**src/hdl/etmq_pkg.sv**
```systemverilog
// Shared types and constants of the epoch tagged message queue.
// Used by the queue cell, the top level and the port checker.
package etmq_pkg;

	localparam int TOW_W  = 30;
	localparam int LEN_W  = 11;
	localparam int ELEN_W = 16;
	localparam int SUM_W  = ELEN_W + 1;
	localparam int OP_W   = 2;
	localparam int ST_W   = 2;
	localparam int ECNT_W = 4;

	localparam logic [ELEN_W-1:0] ELEN_MAX = '1;
	localparam logic [ECNT_W-1:0] ECNT_MAX = '1;

	localparam logic [OP_W-1:0] OP_PART   = 2'd0;
	localparam logic [OP_W-1:0] OP_NEWEST = 2'd1;
	localparam logic [OP_W-1:0] OP_MATCH  = 2'd2;

	localparam logic [ST_W-1:0] ST_ACCEPTED  = 2'd0;
	localparam logic [ST_W-1:0] ST_DISCARDED = 2'd1;
	localparam logic [ST_W-1:0] ST_STALE     = 2'd2;

	// Command broadcast from the control logic to every cell of the chain.
	typedef struct packed {
		logic              clear;
		logic              shift;
		logic [TOW_W-1:0]  load_tow;
		logic [ELEN_W-1:0] load_len;
	} etmq_cmd_t;

endpackage

```
**src/hdl/etmq_cell.sv**
```systemverilog
// One slot of the epoch queue: holds a time of week and a length.
// Depends on etmq_pkg for the command structure and field widths.
module etmq_cell import etmq_pkg::*; (
	input  logic              clk,
	input  logic              arst_n,
	input  etmq_cmd_t         cmd,
	input  logic              load_en,
	input  logic [TOW_W-1:0]  key,
	input  logic [TOW_W-1:0]  nxt_tow,
	input  logic [ELEN_W-1:0] nxt_len,
	output logic [TOW_W-1:0]  tow,
	output logic [ELEN_W-1:0] len,
	output logic              hit
);

	logic [TOW_W-1:0]  tow_q;
	logic [ELEN_W-1:0] len_q;

	// Clearing wins over loading, and loading over taking the neighbour's entry,
	// so the tail cell can be refilled in the same cycle as the queue moves up.
	always_ff @(posedge clk or negedge arst_n) begin
		if (!arst_n) begin
			tow_q <= '0;
			len_q <= '0;
		end else if (cmd.clear) begin
			tow_q <= '0;
			len_q <= '0;
		end else if (load_en) begin
			tow_q <= cmd.load_tow;
			len_q <= cmd.load_len;
		end else if (cmd.shift) begin
			tow_q <= nxt_tow;
			len_q <= nxt_len;
		end
	end

	assign tow = tow_q;
	assign len = len_q;
	// An empty slot never matches, even when the key is zero.
	assign hit = (tow_q != '0) && (tow_q == key);

endmodule

```
**src/hdl/epoch_tagged_message_queue.sv**
```systemverilog
// Epoch tagged message queue: groups message parts into epochs by time of
// week and keeps the finished epochs in a chain of DEPTH cells, oldest first.
//
// Input channel: in_valid/in_stall with op, msg_tow, msg_len, more_follows.
// Output channel: out_valid/out_stall with found, entry_tow, entry_len,
// pushed, part_status and entry_count; every transaction in gives exactly
// one transaction out.
// A transaction is taken into an input register; a message part, a newest
// request or an unknown op is resolved from there into the output register,
// and one such item per cycle is sustained while the receiver does not stall.
// A match request moves the chain up by one cell per cycle until the wanted
// epoch reaches the head cell, dropping the older epochs in front of it,
// of which there are at most DEPTH - 1.
// While the receiver stalls, the finished result is held in the output
// register and one further transaction is still taken into the input
// register; after that in_stall rises until the result leaves.
// Reset empties every cell, closes the open epoch and drops any pending
// transaction.
module epoch_tagged_message_queue import etmq_pkg::*; #(
	parameter int DEPTH = 8
) (
	input  logic              clk,
	input  logic              arst_n,
	input  logic              in_valid,
	output logic              in_stall,
	input  logic [OP_W-1:0]   op,
	input  logic [TOW_W-1:0]  msg_tow,
	input  logic [LEN_W-1:0]  msg_len,
	input  logic              more_follows,
	output logic              out_valid,
	input  logic              out_stall,
	output logic              found,
	output logic [TOW_W-1:0]  entry_tow,
	output logic [ELEN_W-1:0] entry_len,
	output logic              pushed,
	output logic [ST_W-1:0]   part_status,
	output logic [ECNT_W-1:0] entry_count
);

	localparam int IDX_W = $clog2(DEPTH);
	localparam int CNT_W = $clog2(DEPTH + 1);

	// Input register.
	logic              v_s1;
	logic [OP_W-1:0]   op_s1;
	logic [TOW_W-1:0]  tow_s1;
	logic [LEN_W-1:0]  len_s1;
	logic              more_s1;

	// Open epoch and occupancy.
	logic [TOW_W-1:0]  open_tow_q, open_tow_d;
	logic [ELEN_W-1:0] open_len_q, open_len_d;
	logic [CNT_W-1:0]  count_q, count_d;

	// Output register.
	logic              out_valid_q;
	logic              found_q, pushed_q;
	logic [TOW_W-1:0]  entry_tow_q;
	logic [ELEN_W-1:0] entry_len_q;
	logic [ST_W-1:0]   status_q;
	logic [ECNT_W-1:0] count_out_q;

	// Chain.
	etmq_cmd_t         cmd;
	logic [DEPTH-1:0]  load_en;
	logic [DEPTH-1:0]  hit_vec;
	logic [TOW_W-1:0]  cell_tow [DEPTH];
	logic [ELEN_W-1:0] cell_len [DEPTH];

	// Control.
	logic              out_free, go, done;
	logic              full, tow_nz, open_match, do_load;
	logic [SUM_W-1:0]  sum;
	logic [ELEN_W-1:0] sat_len;
	logic [CNT_W-1:0]  cnt_dec;
	logic [IDX_W-1:0]  load_idx, newest_idx;
	logic              res_found, res_pushed;
	logic [TOW_W-1:0]  res_tow;
	logic [ELEN_W-1:0] res_len;
	logic [ST_W-1:0]   res_status;
	logic [ECNT_W-1:0] res_count;

	for (genvar i = 0; i < DEPTH; i++) begin : g_cell
		logic [TOW_W-1:0]  nxt_tow;
		logic [ELEN_W-1:0] nxt_len;
		if (i == DEPTH - 1) begin : g_tail
			assign nxt_tow = '0;
			assign nxt_len = '0;
		end else begin : g_body
			assign nxt_tow = cell_tow[i+1];
			assign nxt_len = cell_len[i+1];
		end
		etmq_cell u_cell (
			.clk     (clk),
			.arst_n  (arst_n),
			.cmd     (cmd),
			.load_en (load_en[i]),
			.key     (tow_s1),
			.nxt_tow (nxt_tow),
			.nxt_len (nxt_len),
			.tow     (cell_tow[i]),
			.len     (cell_len[i]),
			.hit     (hit_vec[i])
		);
	end

	assign out_free   = !out_valid_q || !out_stall;
	assign go         = v_s1 && out_free;
	assign full       = (count_q == CNT_W'(DEPTH));
	assign tow_nz     = (tow_s1 != '0);
	assign open_match = (open_tow_q == '0) || (open_tow_q == tow_s1);
	assign sum        = SUM_W'(open_len_q) + SUM_W'(len_s1);
	assign sat_len    = sum[ELEN_W] ? ELEN_MAX : sum[ELEN_W-1:0];
	assign cnt_dec    = count_q - CNT_W'(1);
	assign newest_idx = cnt_dec[IDX_W-1:0];
	assign load_idx   = full ? IDX_W'(DEPTH - 1) : count_q[IDX_W-1:0];

	always_comb begin
		cmd          = '0;
		cmd.load_tow = tow_s1;
		cmd.load_len = sat_len;
		do_load      = 1'b0;
		done         = 1'b0;
		open_tow_d   = open_tow_q;
		open_len_d   = open_len_q;
		count_d      = count_q;
		res_found    = 1'b0;
		res_tow      = '0;
		res_len      = '0;
		res_pushed   = 1'b0;
		res_status   = ST_ACCEPTED;
		if (v_s1) begin
			case (op_s1)
				OP_PART: begin
					done = go;
					if (go) begin
						if (open_match) begin
							if (more_s1) begin
								open_tow_d = tow_s1;
								open_len_d = sat_len;
							end else begin
								// A zero time of week still pushes the oldest
								// epoch out of a full queue but is not stored.
								open_tow_d = '0;
								open_len_d = '0;
								cmd.shift  = full;
								do_load    = tow_nz;
								res_pushed = tow_nz;
								if (full) begin
									count_d = tow_nz ? count_q : cnt_dec;
								end else begin
									count_d = count_q + CNT_W'(tow_nz);
								end
							end
						end else if (open_tow_q < tow_s1) begin
							open_tow_d = '0;
							open_len_d = '0;
							res_status = ST_DISCARDED;
						end else begin
							res_status = ST_STALE;
						end
					end
				end
				OP_NEWEST: begin
					done = go;
					if (go && count_q != '0) begin
						res_found = 1'b1;
						res_tow   = cell_tow[newest_idx];
						res_len   = cell_len[newest_idx];
						cmd.clear = 1'b1;
						count_d   = '0;
					end
				end
				OP_MATCH: begin
					// The chain moves up one cell per cycle until the first
					// matching epoch sits in the head cell.
					if (hit_vec[0]) begin
						done = go;
						if (go) begin
							res_found = 1'b1;
							res_tow   = cell_tow[0];
							res_len   = cell_len[0];
						end
					end else if (|hit_vec) begin
						cmd.shift = 1'b1;
						count_d   = cnt_dec;
					end else begin
						done = go;
					end
				end
				default: begin
					done = go;
				end
			endcase
		end
	end

	always_comb begin
		load_en = '0;
		if (do_load) begin
			load_en[load_idx] = 1'b1;
		end
	end

	always_comb begin
		if (32'(count_d) > 32'(ECNT_MAX)) begin
			res_count = ECNT_MAX;
		end else begin
			res_count = ECNT_W'(count_d);
		end
	end

	assign in_stall = v_s1 && !done;

	always_ff @(posedge clk or negedge arst_n) begin
		if (!arst_n) begin
			v_s1        <= 1'b0;
			out_valid_q <= 1'b0;
			open_tow_q  <= '0;
			open_len_q  <= '0;
			count_q     <= '0;
		end else begin
			if (!in_stall) begin
				v_s1 <= in_valid;
			end
			if (done) begin
				out_valid_q <= 1'b1;
			end else if (!out_stall) begin
				out_valid_q <= 1'b0;
			end
			open_tow_q <= open_tow_d;
			open_len_q <= open_len_d;
			count_q    <= count_d;
		end
	end

	always_ff @(posedge clk) begin
		if (!in_stall && in_valid) begin
			op_s1   <= op;
			tow_s1  <= msg_tow;
			len_s1  <= msg_len;
			more_s1 <= more_follows;
		end
		if (done) begin
			found_q     <= res_found;
			entry_tow_q <= res_tow;
			entry_len_q <= res_len;
			pushed_q    <= res_pushed;
			status_q    <= res_status;
			count_out_q <= res_count;
		end
	end

	assign out_valid   = out_valid_q;
	assign found       = found_q;
	assign entry_tow   = entry_tow_q;
	assign entry_len   = entry_len_q;
	assign pushed      = pushed_q;
	assign part_status = status_q;
	assign entry_count = count_out_q;

endmodule

```
**config.mk**
```make
export PLATFORM = sky130hd
export DESIGN_NAME = epoch_tagged_message_queue
export DESIGN_NICKNAME = d
export VERILOG_FILES = /design/src/hdl/etmq_pkg.sv /design/src/hdl/etmq_cell.sv /design/src/hdl/epoch_tagged_message_queue.sv
export SDC_FILE = /design/constraint.sdc
export NUM_CORES = 2
export LEC_CHECK = 0
export ABC_CLOCK_PERIOD_IN_PS = 18600
export CAP_MARGIN = 20
export CORE_MARGIN = 1
export CORE_UTILIZATION = 35
export CTS_BUF_LIST = sky130_fd_sc_hd__clkbuf_4 sky130_fd_sc_hd__clkbuf_8
export CTS_CLUSTER_SIZE = 16
export DETAILED_ROUTE_END_ITERATION = 10
export DONT_BUFFER_PORTS = 1
export PLACE_DENSITY = 0.53
export SETUP_SLACK_MARGIN = 0.3
export SYNTH_ARGS = -nofsm -noshare
export SYNTH_HDL_FRONTEND = slang
export SYNTH_SLANG_ARGS = --single-unit
```
**constraint.sdc**
```tcl
create_clock -name clk -period 18.6 [get_ports clk]
set_input_delay 0 -clock clk [delete_from_list [all_inputs] [get_ports clk]]
set_output_delay 0 -clock clk [all_outputs]
set_load 0.02 [all_outputs]
```
Word-level counts from Yosys, hierarchy flattened
Cells that the tools add are included.
- flip-flop bits (word level): 518
- output and inout port bits: 56
- logic and storage cells: 205
- input port bits: 48
- bitwise gates (word level): 4
- equal/unequal tests: 13
- order comparisons: 4
- reduce and logical (&&, ||, !) cells: 43
- multiplexer cells: 107
- add/sub/neg operators: 3
- operator list (cell ; count):
    two-way mux 30 bit ; 32
    two-way mux 16 bit ; 33
    == test 30 bit ; 9
    nonzero test 30 bit ; 9
    binary-select mux 30 bit (select 3 bit) ; 1
    case mux 30 bit (2 select lines) ; 1
    binary-select mux 16 bit (select 3 bit) ; 1
    two-way mux 4 bit ; 9
    case mux 16 bit (2 select lines) ; 1
    logical NOT 30 bit ; 1
    less-than comparator 30 bit ; 1
    nonzero test 3 bit ; 8
    two-way mux 1 bit ; 21
    adder 16 x 11 -> 17 bit ; 1
    logical AND 1 bit ; 13
    case mux 4 bit (3 select lines) ; 1
    two-way mux 8 bit ; 1
    OR reduction 8 bit ; 1
    adder 4 x 1 -> 4 bit ; 1
    == test 4 bit (second input constant) ; 1
    >= comparator 4 bit (second input constant) ; 1
    logical NOT 1 bit ; 4
    less-than comparator 3 x 4 -> 1 bit (second input constant) ; 1
    two-way mux 2 bit ; 2
    16 further kinds ; 20

Depth between registers and ports, before layout
- depth in word-level cells: 11
- mapped depth: 16
- gate-level depth less buffers: 12

Hierarchy
A second synthesis with hierarchy kept.
- cell total of the unflattened synthesis: 3320
- area, all modules: 31916.9 um2
- modules (own cells, without submodules) (module ; instances ; seq. area each (um2) ; area each (um2) ; cells each):
    etmq_cell ; 8 ; 1151.1 ; 2716.4 ; 302
    epoch_tagged_message_queue ; 1 ; 4244.1 ; 10186.0 ; 904

Least setup slack after synthesis
Ideal clock, no wire load.
- kind: reg2reg
- from: register tow_s1[19]
- to: register len_s1[0] (enable)
- path buffers: 2
- cell stages (with the launch flop): 11
- arrival: 5727 ps
- path slack: 12467 ps
- setup time: 406 ps
- clock period less this slack: 6133 ps
- required time: 18194 ps
- cell sequence: edfxtp_1 buf_2 buf_4 xor2_1 nor4_1 nand4_1 nor3_1 a21oi_1 a21oi_1 nand2b_1 and2_1
- longest elaborated chain between the ends: 11
- elaborated cells on any way between the ends: 25
- classes of those cells: eq/ne (8); mux (4); reduce/logical (13)
- ends and longest elaborated chain (what ; line ; source):
    start: declaration ; epoch_tagged_message_queue.sv:46 ; logic [TOW_W-1:0] tow_s1;
    start signal: assignment ; epoch_tagged_message_queue.sv:240 ; tow_s1 <= msg_tow;
    == test 30 bit ; etmq_cell.sv:40 ; assign hit = (tow_q != '0) && (tow_q == key);
    logical AND 1 bit ; etmq_cell.sv:40 ;
    OR reduction 8 bit ; epoch_tagged_message_queue.sv:184 ; end else if (|hit_vec) begin
    two-way mux 1 bit ; epoch_tagged_message_queue.sv:184 ;
    two-way mux 1 bit * ; epoch_tagged_message_queue.sv:177 ; if (hit_vec[0]) begin
    two-way mux 1 bit * ; epoch_tagged_message_queue.sv:133 ; case (op_s1)
    two-way mux 1 bit * ; epoch_tagged_message_queue.sv:132 ; if (v_s1) begin
    via done ; epoch_tagged_message_queue.sv:71 ; logic out_free, go, done;
    logical NOT 1 bit * ; epoch_tagged_message_queue.sv:213 ; assign in_stall = v_s1 && !done;
    logical AND 1 bit * ; epoch_tagged_message_queue.sv:213 ;
    logical NOT 1 bit * ; epoch_tagged_message_queue.sv:238 ; if (!in_stall && in_valid) begin
    logical AND 1 bit * ; epoch_tagged_message_queue.sv:238 ;
    end signal: assignment ; epoch_tagged_message_queue.sv:241 ; len_s1 <= msg_len;
    end: declaration ; epoch_tagged_message_queue.sv:47 ; logic [LEN_W-1:0] len_s1;
Mark *: on every way through the listed nets, which the timed path passes. The rest lies on a longest branch.
A chain may end at the register's enable or synchronous reset.

Worst setup path in the final report
- from: register tow_s1[15]
- to: register g_cell[6].u_cell.tow_q[18]
- longest elaborated chain between the ends: 9
- elaborated cells on any way between the ends: 35
- classes of those cells: eq/ne (9); mux (14); reduce/logical (12)
- ends and longest elaborated chain (what ; line ; source):
    parallel branches: the longest is 9 deep, another holds == test 30 bit ; n/a ;
    end signal: assignment ; etmq_cell.sv:29 ; tow_q <= cmd.load_tow;
    end signal: assignment ; etmq_cell.sv:32 ; tow_q <= nxt_tow;
    end: declaration ; etmq_cell.sv:16 ; logic [TOW_W-1:0] tow_q;
Several ways; the timed one is not identified.

==> flow_metrics.py <==
metrics = {
    "run_status": {
        "status": "completed",
    },
    "grt": {
        "grt.total_usage_pct": 24.8,
        "grt_pass1_wl_um": 168000,
        "antenna_found_initial": 4,
        "overflow": 0,
        "grt_start_max_net_pins": 421,
        "grt_pass1_vias": 25500,
    },
    "synthesis": {
        "synthCells": 2996,
        "synth_most_common_cell": "dfrtp_1",
        "synth_flop_cell": "dfrtp_1",
        "syn_nets": 3093,
        "synth.distinct_cells": 56,
        "synth_top_area_share_pct": 34.1,
        "yosysSeqAreaShare_pct": 43.6,
        "synthTopCellsByArea": "dfrtp_1 (34%), mux2i_1 (11%), edfxtp_1 (9.5%)",
        "yosys.area.top_type": "dfrtp_1",
        "synthArstFlopShare_pct": 81.1,
        "synth-edff-count": 98,
        "syn_area_um2": 30800,
        "synth-warning-count": 0,
        "avgSynthCellArea_um2": 10.3,
        "synthTopCellsByCount": "dfrtp_1 (420), a21oi_1 (352), mux2i_1 (324)",
        "ys_ff_latch": 518,
    },
    "detailed_routing": {
        "routedWlPerCell_um": 26.5,
        "wl_met3_um": 8970,
        "wirelength_um": 112000,
        "drc": 0,
        "drtPass1Iterations": 5,
        "num_vias": 25200,
        "top_layer_used": "met4",
        "drtIter0Drc": 2578,
        "drt-met1-wl_um": 47000,
        "wl_met2_um": 51400,
        "avgViaCountPerCell": 6.00,
        "ant_nets": 0,
    },
    "pwr": {
        "fin_total_pwr_mw": 4.35,
        "p_per_area_nw_per_um2": 126,
        "leakagePower_nw": 16.7,
        "p_sw_share_pct": 40.9,
        "p_int_mw": 2.57,
        "peakVddDrop_v": 0.0000925,
        "comb_power_share_pct": 34.6,
        "p_switching_mw": 1.78,
        "power_frac_clock_pct": 26.9,
        "p_seq_share_pct": 38.5,
    },
    "sta": {
        "min_period_ns": 6.01,
        "report.final.slew_viol_count": 0,
        "fin_crit_sh_pct": 32.3,
        "hold_viol_final": 0,
        "fin_tns_setup_ns": 0,
        "finalSetupViolCount": 0,
        "tightest_slew_ns": 1.13,
        "maxSlewHeadroom_pct": 24.7,
        "fmax_ghz": 0.166,
        "fin_skew_ns": 0.0768,
        "grt_setup_unrepaired": "false",
    },
    "clock_network": {
        "max-clock-path-buffers": 3,
        "cts_htree_levels": 3,
        "cts_buffers": 95,
        "cts_resized": 0,
        "cts_hold_repair.buffers": 94,
        "cts_setup_buffers": 0,
        "worst_skew_pair.late_latency_ns": 0.76,
        "clockRootBuffer": "clkbuf_8",
        "clkTransAtPathRegs_ns": 0.07,
        "cts_tree": "yes",
        "cts.sinks": 518,
    },
    "placement": {
        "globalplace.congestion": 0.971,
        "hpwl_um": 70300,
        "portBuffers": 0,
    },
    "setup_path": {
        "slowest_stage": "edfxtp_1",
        "start_kind": "flop",
        "arrival_ns": 6.53,
        "cp_cell_sequence": "inv_1 -> ha_1 -> and4_1 -> and4_1 -> a31o_4 -> nor3b_4 -> and3_1 -> a31oi_4 -> buf_4 -> buf_4 -> buf_12 -> mux2i_1 -> a211oi_1",
        "rrSetupSlack_ns": 12.59,
        "reg2reg_depth": 13,
        "crit-reg2reg-launch": "tow_s1[15]",
        "rr_endpoint": "g_cell[6].u_cell.tow[18]",
        "cp.required_ns": 19.11,
        "critPathMaxFanout": 115,
        "critPathCaptureType": "flop",
        "critPathMaxStageDelay_ns": 0.96,
        "path_class": "reg -> reg",
    },
    "die": {
        "io_pins": 104,
        "initial_core_util_pct": 35.4,
        "core_um2": 87000,
        "num_rows": 108,
        "die_h_um": 299,
        "fp.dieArea_um2": 89300,
        "dieWidth_um": 299,
    },
    "worst_hold_path": {
        "hp-class": "in -> async",
    },
    "finish": {
        "drive_above_1_share_pct": 11.0,
        "layout.nets": 3074,
        "area_growth_pct": 11.9,
    },
    "flow_run": {
        "drv_cap": 0,
    },
}
[area by class of cell]
type,instances,area (um^2)
Fill cell,8437,52500
Clock inverter,42,315
Timing Repair Buffer,153,1500
Inverter,49,184
Sequential cell,518,13500
Antenna cell,1,2.50
Clock buffer,131,1680
Tap cell,1155,1450
Multi-Input combinational cell,2160,15900
[flip-flops by register name (all words and copies together) (netlist names)]
register and count:
op_s1 2, out_valid 1, part_status 2, pushed 1, more_s1 1, entry_tow 30, open_len_q 16, g_cell.u_cell.len 128
g_cell.u_cell.tow 240, v_s1 1, count_q 4, open_tow_q 30, entry_len 16, found 1, tow_s1 30, entry_count 4
len_s1 11
[how the worst max path moves through the flow]
| stage | slack, ns | end | startpoint | depth (start not counted) |
|---|---|---|---|---|
| finish | 12.59 | g_cell[6].u_cell.tow[18] | tow_s1[15] | 13 |
| global route | 12.43 | g_cell[3].u_cell.tow[24] | tow_s1[15] | 13 |
| CTS | 12.75 | g_cell[6].u_cell.tow[18] | tow_s1[15] | 13 |
| detailed placement | 12.81 | g_cell[3].u_cell.tow[24] | tow_s1[15] | 13 |
| global placement | 12.86 | g_cell[6].u_cell.tow[19] | tow_s1[15] | 13 |
| floorplan | 12.47 | len_s1[0] | tow_s1[19] | 10 |
[per-stage QoR]
step	util [%]	cells	hold slack [ns]	worst slack (ns)	area (um^2)
2_1_floorplan	-	2996	-0.296	12.47	30800
3_3_place_gp	36.1	3936	-0.281	12.86	31400
3_5_place_dp	36.1	3937	-0.281	12.81	31500
4_1_cts	39.5	4204	0.320	12.75	34400
5_1_grt	39.6	4209	0.338	12.43	34500
6_report	39.6	4209	0.319	12.59	34500
[metal layers]
layer | track usage [%] | up-vias
met5 | 0 | -
met2 | 38.9 | 1194
met1 | 33.3 | 12800
li1 | - | 11000
met3 | 4.86 | 263
met4 | 10.7 | 0
[power groups by stage]
stage | Combinational (mW) | Clock, mW | Sequential [mW]
2_1_floorplan | 1.03 | 0 | 1.56
3_3_place_gp | 1.41 | 0 | 1.68
3_5_place_dp | 1.46 | 0 | 1.69
4_1_cts | 1.50 | 1.19 | 1.67
5_1_grt | 1.63 | 1.24 | 1.70
6_report | 1.51 | 1.17 | 1.68
[worst max-delay path, delay by kind of cell (launching register included)]
family / cells / cell delay [ns]
buf+inv: 4 / 2.50
flops: 1 / 0.96
fa+ha+maj: 1 / 0.38
compound gates: 3 / 0.56
simple gates: 4 / 0.90
mux: 1 / 0.29
[placed cells by master, fill, tap and decap left out, types with 94 or more instances in the layout]
cell type      count
nand2_1          176
xor2_1           239
clkbuf_8         111
dlygate4sd3_1     94
a21oi_1          351
edfxtp_1          98
nor2_1           177
dfrtp_1          419
mux2i_1          324
nor4_1           128
o21ai_0          271
[kinds of logic (layout without fill, tap and decap cells)]
family          after synthesis  count (layout)  share of synthesized area, %
other cells                   0               1                             0
flops                       518             518                          43.6
xor+xnor                    247             247                          7.02
compound gates              829             829                          15.4
buf+inv                     318             375                          5.16
mux                         419             419                          17.3
fa+ha+maj                    49              49                          2.01
simple gates                616             616                          9.49
No activity file was read; power rests on OpenSTA's default activity.
